`src/rtl/core/rae_pkg.sv`:
```
// Package for the reliable datagram ARQ engine: sizes, codes, payload and command types.
// No dependencies; every module of the engine imports it.
package rae_pkg;

    localparam int NUM_PEERS   = 8;
    localparam int QUEUE_DEPTH = 16;
    localparam int MAX_PAYLOAD = 1024;

    localparam int PEER_W    = (NUM_PEERS > 1) ? $clog2(NUM_PEERS) : 1;
    localparam int QPTR_W    = $clog2(QUEUE_DEPTH);
    localparam int QCNT_W    = $clog2(QUEUE_DEPTH + 1);
    localparam int MEM_DEPTH = NUM_PEERS * QUEUE_DEPTH;
    localparam int MEM_AW    = (MEM_DEPTH > 1) ? $clog2(MEM_DEPTH) : 1;

    localparam logic [7:0]  ACK_EVENT     = 8'd111;
    localparam logic [15:0] TIMEOUT_RESET = 16'd400;
    localparam logic [7:0]  TRIES_RESET   = 8'd10;

    localparam logic [2:0] OP_SEND     = 3'd0;
    localparam logic [2:0] OP_SEND_REL = 3'd1;
    localparam logic [2:0] OP_RECV     = 3'd2;
    localparam logic [2:0] OP_POLL     = 3'd3;
    localparam logic [2:0] OP_TICK     = 3'd4;

    localparam logic [2:0] KIND_TX    = 3'd0;
    localparam logic [2:0] KIND_ACK   = 3'd1;
    localparam logic [2:0] KIND_DLVR  = 3'd2;
    localparam logic [2:0] KIND_LOST  = 3'd3;
    localparam logic [2:0] KIND_FULL  = 3'd4;

    localparam logic       CFG_TIMEOUT = 1'b0;
    localparam logic       CFG_TRIES   = 1'b1;

    typedef enum logic [2:0] {
        CMD_SEND,
        CMD_SEND_REL,
        CMD_RX_DATA,
        CMD_RX_ACK,
        CMD_RX_REL,
        CMD_POLL,
        CMD_TICK
    } t_cmd_kind;

    typedef struct packed {
        logic [2:0]  operation;
        logic [2:0]  peer;
        logic        reliable;
        logic [31:0] packet_id;
        logic [7:0]  event_id;
        logic [10:0] length;
        logic [7:0]  buffer_handle;
    } t_in_item;

    typedef struct packed {
        logic [2:0]  kind;
        logic [2:0]  out_peer;
        logic        out_reliable;
        logic [31:0] out_packet_id;
        logic [7:0]  out_event_id;
        logic [10:0] out_length;
        logic [7:0]  out_buffer_handle;
        logic        last;
    } t_out_item;

    typedef struct packed {
        t_cmd_kind   op;
        logic [2:0]  peer;
        logic [31:0] pid;
        logic [7:0]  ev;
        logic [10:0] len;
        logic [7:0]  handle;
    } t_cmd;

    typedef struct packed {
        logic [31:0] id;
        logic [7:0]  ev;
        logic [10:0] len;
        logic [7:0]  handle;
    } t_entry;

endpackage

```
`src/rtl/core/rae_front.sv`:
```
// Front end: accepts input transfers, classifies them into commands, holds a two-entry queue.
// Depends on rae_pkg.
module rae_front (
    input  logic            i_clk,
    input  logic            i_rst_n,
    input  logic            i_in_valid,
    output logic            o_in_stall,
    input  rae_pkg::t_in_item i_in_data,
    output logic            o_cmd_vld,
    output rae_pkg::t_cmd   o_cmd,
    input  logic            i_cmd_pop
);
    import rae_pkg::*;

    t_cmd       r_q [2];
    logic       r_wp;
    logic       r_rp;
    logic [1:0] r_cnt;
    t_cmd       n_cmd;
    logic       keep;
    logic       push;
    logic       pop;

    always_comb begin
        n_cmd.peer   = i_in_data.peer;
        n_cmd.pid    = i_in_data.packet_id;
        n_cmd.ev     = i_in_data.event_id;
        n_cmd.handle = i_in_data.buffer_handle;
        if (17'(i_in_data.length) > 17'(MAX_PAYLOAD)) begin
            n_cmd.len = 11'(MAX_PAYLOAD);
        end else begin
            n_cmd.len = i_in_data.length;
        end
        keep = 7'(i_in_data.peer) < 7'(NUM_PEERS);
        case (i_in_data.operation)
            OP_SEND:     n_cmd.op = CMD_SEND;
            OP_SEND_REL: n_cmd.op = CMD_SEND_REL;
            OP_RECV: begin
                if (!i_in_data.reliable) begin
                    n_cmd.op = CMD_RX_DATA;
                end else if (i_in_data.event_id == ACK_EVENT) begin
                    n_cmd.op = CMD_RX_ACK;
                end else begin
                    n_cmd.op = CMD_RX_REL;
                end
            end
            OP_POLL: begin
                n_cmd.op = CMD_POLL;
                keep = 1'b1;
            end
            OP_TICK: begin
                n_cmd.op = CMD_TICK;
                keep = 1'b1;
            end
            default: begin
                n_cmd.op = CMD_TICK;
                keep = 1'b0;
            end
        endcase
    end

    assign o_in_stall = (r_cnt == 2'd2);
    assign push       = i_in_valid && !o_in_stall && keep;
    assign o_cmd_vld  = (r_cnt != 2'd0);
    assign o_cmd      = r_q[r_rp];
    assign pop        = i_cmd_pop && o_cmd_vld;

    always_ff @(posedge i_clk) begin
        if (!i_rst_n) begin
            r_wp  <= 1'b0;
            r_rp  <= 1'b0;
            r_cnt <= 2'd0;
        end else begin
            if (push) begin
                r_wp <= ~r_wp;
            end
            if (pop) begin
                r_rp <= ~r_rp;
            end
            r_cnt <= r_cnt + 2'(push) - 2'(pop);
        end
    end

    always_ff @(posedge i_clk) begin
        if (push) begin
            r_q[r_wp] <= n_cmd;
        end
    end

endmodule

```
`config.mk`:
```
export PLATFORM = sky130hd
export DESIGN_NAME = rae_front
export DESIGN_NICKNAME = d
export VERILOG_FILES = /design/src/rtl/core/rae_pkg.sv /design/src/rtl/core/rae_front.sv
export SDC_FILE = /design/constraint.sdc
export NUM_CORES = 1
export LEC_CHECK = 0
export BUFFER_PORTS_ARGS = -buffer_cell sky130_fd_sc_hd__buf_2
export CAP_MARGIN = 20
export CORE_MARGIN = 2
export CORE_UTILIZATION = 44
export CTS_BUF_LIST = sky130_fd_sc_hd__clkbuf_2 sky130_fd_sc_hd__clkbuf_4 sky130_fd_sc_hd__clkbuf_8
export CTS_CLUSTER_DIAMETER = 80
export DETAILED_ROUTE_END_ITERATION = 7
export GPL_TIMING_DRIVEN = 0
export PLACE_DENSITY = 0.71
export SYNTH_ARGS = -nofsm -noshare
export SYNTH_HDL_FRONTEND = slang
export SYNTH_SLANG_ARGS = --single-unit
```
`constraint.sdc`:
```
create_clock -name i_clk -period 6.5 [get_ports i_clk]
set_clock_uncertainty 0.05 [all_clocks]
set_input_delay 1.3 -clock i_clk [delete_from_list [all_inputs] [get_ports i_clk]]
set_output_delay 1.3 -clock i_clk [all_outputs]
set_load 0.005 [all_outputs]
```
# Word level (Yosys, flattened, before mapping)
# Memories as Yosys holds them, arrays and structs flattened. A register that Yosys moved wholly into a read port is not among the register bits.
# Cells that the tools add are included.
[op_classes]
n_mux = 9
order_cmp = 1
n_addsub = 2
n_reduce_logical = 7
n_bitwise = 2
eq_ne = 6
[op_table]
columns = ["cell", "count"]
rows = [
  ["3-bit one-hot mux with 4 select lines", 1],
  ["11-bit > comparator (second input constant)", 1],
  ["11-bit 2-to-1 mux", 1],
  ["8-bit by 7-bit == test with 1-bit output (second input constant)", 1],
  ["3-bit by 2-bit == test with 1-bit output (second input constant)", 2],
  ["3-bit 2-to-1 mux", 2],
  ["1-bit 2-to-1 mux", 5],
  ["5-bit OR reduction", 1],
  ["3-bit by 1-bit == test with 1-bit output (second input constant)", 1],
  ["3-bit == test (second input constant)", 1],
  ["1-bit logical AND", 3],
  ["3-bit zero test", 1],
  ["2-bit by 1-bit adder with 2-bit output", 1],
  ["2-bit == test (second input constant)", 1],
  ["1-bit inverter", 2],
  ["2-bit nonzero test", 1],
  ["2-bit by 1-bit subtractor with 2-bit output", 1],
  ["1-bit zero test", 1],
]
[word_totals]
elab_cells = 31
out_inout_bits = 67
ramBits = 130
regBits = 4
memories = 1
in_bits = 70
[mem_list]
columns = ["memory", "depth", "word_bits", "rd", "rd_ports_with_merged_regs", "write_ports", "line", "text"]
rows = [
  ["r_q", 2, 65, 1, 1, 1, "rae_front.sv:15", "t_cmd r_q [2];"],
]

# Longest topological paths before layout
[logic_depth]
depth_word = 6
depth_mapped = 8
depth_no_buf = 8

# Least setup slack after synthesis
# Ideal clock, no wire load.
[synth_timing]
kind = "in2reg"
from = "input port i_in_data[64] (netlist name)"
to = "memory r_q[0][0] (netlist name) (enable)"
t_arrival_ns = 4.344
path_slack_ns = 1.618
path_stages = 3
cell_sequence = "o21ai_1 -> nand3b_4 -> nor2_1"
[synth_via]
elab_chain_len = 6
elab_cells_between_ends = 10
[synth_rtl]
columns = ["element", "line", "text"]
rows = [
  ["start, declared", "rae_front.sv:8", "input rae_pkg::t_in_item i_in_data,"],
  ["3-bit by 2-bit == test with 1-bit output, or another cell as far along", "rae_front.sv:35", "case (i_in_data.operation)"],
  ["5-bit OR reduction (no line) *", "n/a", ""],
  ["1-bit 2-to-1 mux *", "rae_front.sv:35", ""],
  ["1-bit logical AND *", "rae_front.sv:63", "assign push = i_in_valid && !o_in_stall && keep;"],
  ["1-bit 2-to-1 mux *", "rae_front.sv:85", "if (push) begin"],
  ["1-bit 2-to-1 mux (implied by the code) *", "rae_front.sv:86", "r_q[r_wp] <= n_cmd;"],
  ["end, declared", "rae_front.sv:15", ""],
]
# Every way passes the cells marked *; elsewhere a longest branch is shown, timed or not.

==> results.ini <==
[synthesis]
synth_compound_area_share_pct=0.8282
syn_nets=325
synth-edff-count=130
yosysTopAreaCell=edfxtp_1
synth-simple-area-share_pct=3.265
synth_area_leaders=edfxtp_1 74%, mux2_4 14%, mux2_2 3.2%
synth_most_common_cell=edfxtp_1
synthMuxAreaShare_pct=17.58
ys_top_cells_by_count=130 x edfxtp_1, 50 x mux2_4, 15 x mux2_2
async_flop_share_pct=0
synth.distinct_cells=28
synth_top_area_share_pct=73.83
postSynthCellCount=253
synth_xor_area_share_pct=0.3313
seq_area_frac_synth_pct=75.72
yosys_most_used_dff=edfxtp_1
synth_seq_cells=135
postSynthAreaPerCell_um2=20.90
synth_fa_ha_area_share_pct=0.4733
yosys_warnings=0
synth_top_family_by_area=multiplexers
synth.cell_area_um2=5288

[global_route]
grt_pass1_vias=2759
grt_max_degree=33
grt_pass1_wl_um=13670
antenna_found_initial=0
grt_overflow=0
grt.total_usage_pct=14.44

[power_and_ir_drop]
leakage_nw=2.623
finalPower_mw=2.456
powerDensity_nw_per_um2=367.5
peakVddDrop_mv=0.1933

[routing]
post_drt_wl_per_cell_um=15.84
vias=2713
firstDrtPassIters=4
drtAntennaViolNets=0
detail_route.vias_per_cell=4.751
dr.first_iter.drc_count=139
finalWirelength_um=9042
route.detailed.drc=0

[final_layout]
multiInputGateArea_um2=1204
fillers=947
utilization_pct=56.34
num_antenna_cells=0
area_growth_syn_to_layout_pct=26.38
drive_gt1_share_pct=58.73
finalNetCount=483
seqCellArea_um2=4004

[sta]
final-hold-violation-count=0
slew_headroom_pct=70.19
worst_pin_slew_ns=0.4472
rsz0062_at_grt=false
max_freq_ghz=0.3340
report.final.slew_viol_count=0
tns_ns=0
setup_viol=0
post-route-min-period_ns=2.994
period_share_pct=46.06

[clock_network]
cts_resized=0
ctsHoldBuffers=0
cts_num_sinks=135
cts_max_level=4
cts_setup_buffers=0
clockRootBuffer=clkbuf_8
cts_tree=done
numCtsBuffers=17
clk_pin_slew_ns=0.07
cts.path.max_buffers=2
insertion_delay_ns=0.43

[floorplan]
die_w_um=113.6
ios=137
fp-row-count=40
dieHeight_um=113.6
dieArea_um2=12910
core-area_um2=11860
start_util_pct=44.58

[worst_setup_path]
crit_path_end_kind=output port
critPathMaxStageDelay_ns=0.37
crit_top_cell=buf_6
startpoint_type=flop
arrival_ns=1.64
slowest_stage=dfxtp_1
worstPathCellList=buf_6, buf_6, mux2_4, buf_2
critPathBufInv=3
worstPathMaxFanout=10
required_ns=5.15
cp_top_family=buffers and inverters
criticalPathCategory=reg2out

[run]
max_cap_viol_count=0

[hold_path]
holdCritPathClass=reg2reg

[placement]
place_congestion=0.6849
place_hpwl_um=6105
io_buffers=135

[run_status]
outcome=complete, no violations

## power by group
group	switching [mW]	leakage [nW]	internal [mW]	total, mW
Clock	0.301	0.222	0.443	0.744
Combinational	0.269	1.16	0.355	0.623
Sequential	0.0278	1.24	1.06	1.09
Total	0.597	2.62	1.86	2.46
## logic make-up (layout without fill, tap and decap cells)
logic type / after synthesis / after routing
XOR/XNOR: 2 / 2
AND/OR/NAND/NOR: 28 / 28
multiplexers: 66 / 66
adder cells (fa/ha/maj): 2 / 2
buffers and inverters: 13 / 184
AO/OA/AOI/OAI: 7 / 7
flip-flops: 135 / 135
## registers in the layout, summed over array words and instances (netlist names), named ones only
name	flops
r_cnt	2
r_q	130
r_rp	1
r_wp	1
## per-stage QoR
stage,setup WS [ns],hold WS [ns],instance area (um^2),instances
2_1_floorplan,1.618,0.4014,5288,253
3_3_place_gp,-0.1770,0.4101,6147,535
3_5_place_dp,3.478,0.4607,6242,539
4_1_cts,3.431,0.4777,6683,571
5_1_grt,3.408,0.5040,6683,571
6_report,3.506,0.4704,6683,571
## layout by cell type, fill, tap and decap left out, drive strengths merged, types with 2 or more instances in the layout
master,instances
clkbuf,27
edfxtp,130
dfxtp,5
buf,146
inv,4
nand2,3
nor2b,12
mux2,65
clkinv,2
ha,2
clkinvlp,2
and2,2
nor2,6
o21ai,3
bufinv,3
## cell type report
| type | count | area share (%) |
|---|---|---|
| Buffer | 9 | 1.198 |
| Clock buffer | 25 | 4.868 |
| Clock inverter | 7 | 1.723 |
| Inverter | 4 | 0.2247 |
| Multi-Input combinational cell | 105 | 18.01 |
| Sequential cell | 135 | 59.91 |
| Tap cell | 147 | 2.752 |
| Timing Repair Buffer | 139 | 11.31 |
## worst paths after layout
path / from / end / slack [ns] / cells past startpoint
worst max-delay path: flop / o_cmd[21] / 3.51 / 4
worst min-delay path: r_rp / r_rp / 0.47 / 2
worst max register to register: r_cnt[1] / r_cnt[1] / 4.69 / 8
worst min register to register: r_rp / r_rp / 0.47 / 2
## tightest hold or removal path, delay by kind of cell (launching register included)
kind / cells / cell delay, ns
flip-flops: 1 / 0.33
AND/OR/NAND/NOR: 1 / 0.07
XOR/XNOR: 1 / 0.08
## per-layer routing
layer | track usage (%) | vias up | share of wire (%)
met1 | 16.94 | 1314 | 42
met4 | 7.317 | 0 | 2.1
met3 | 4.516 | 15 | 6.0
li1 | - | 1293 | -
met2 | 24.07 | 91 | 50
met5 | 0 | - | 0
Note: power is estimated with default switching activity, not from simulation.
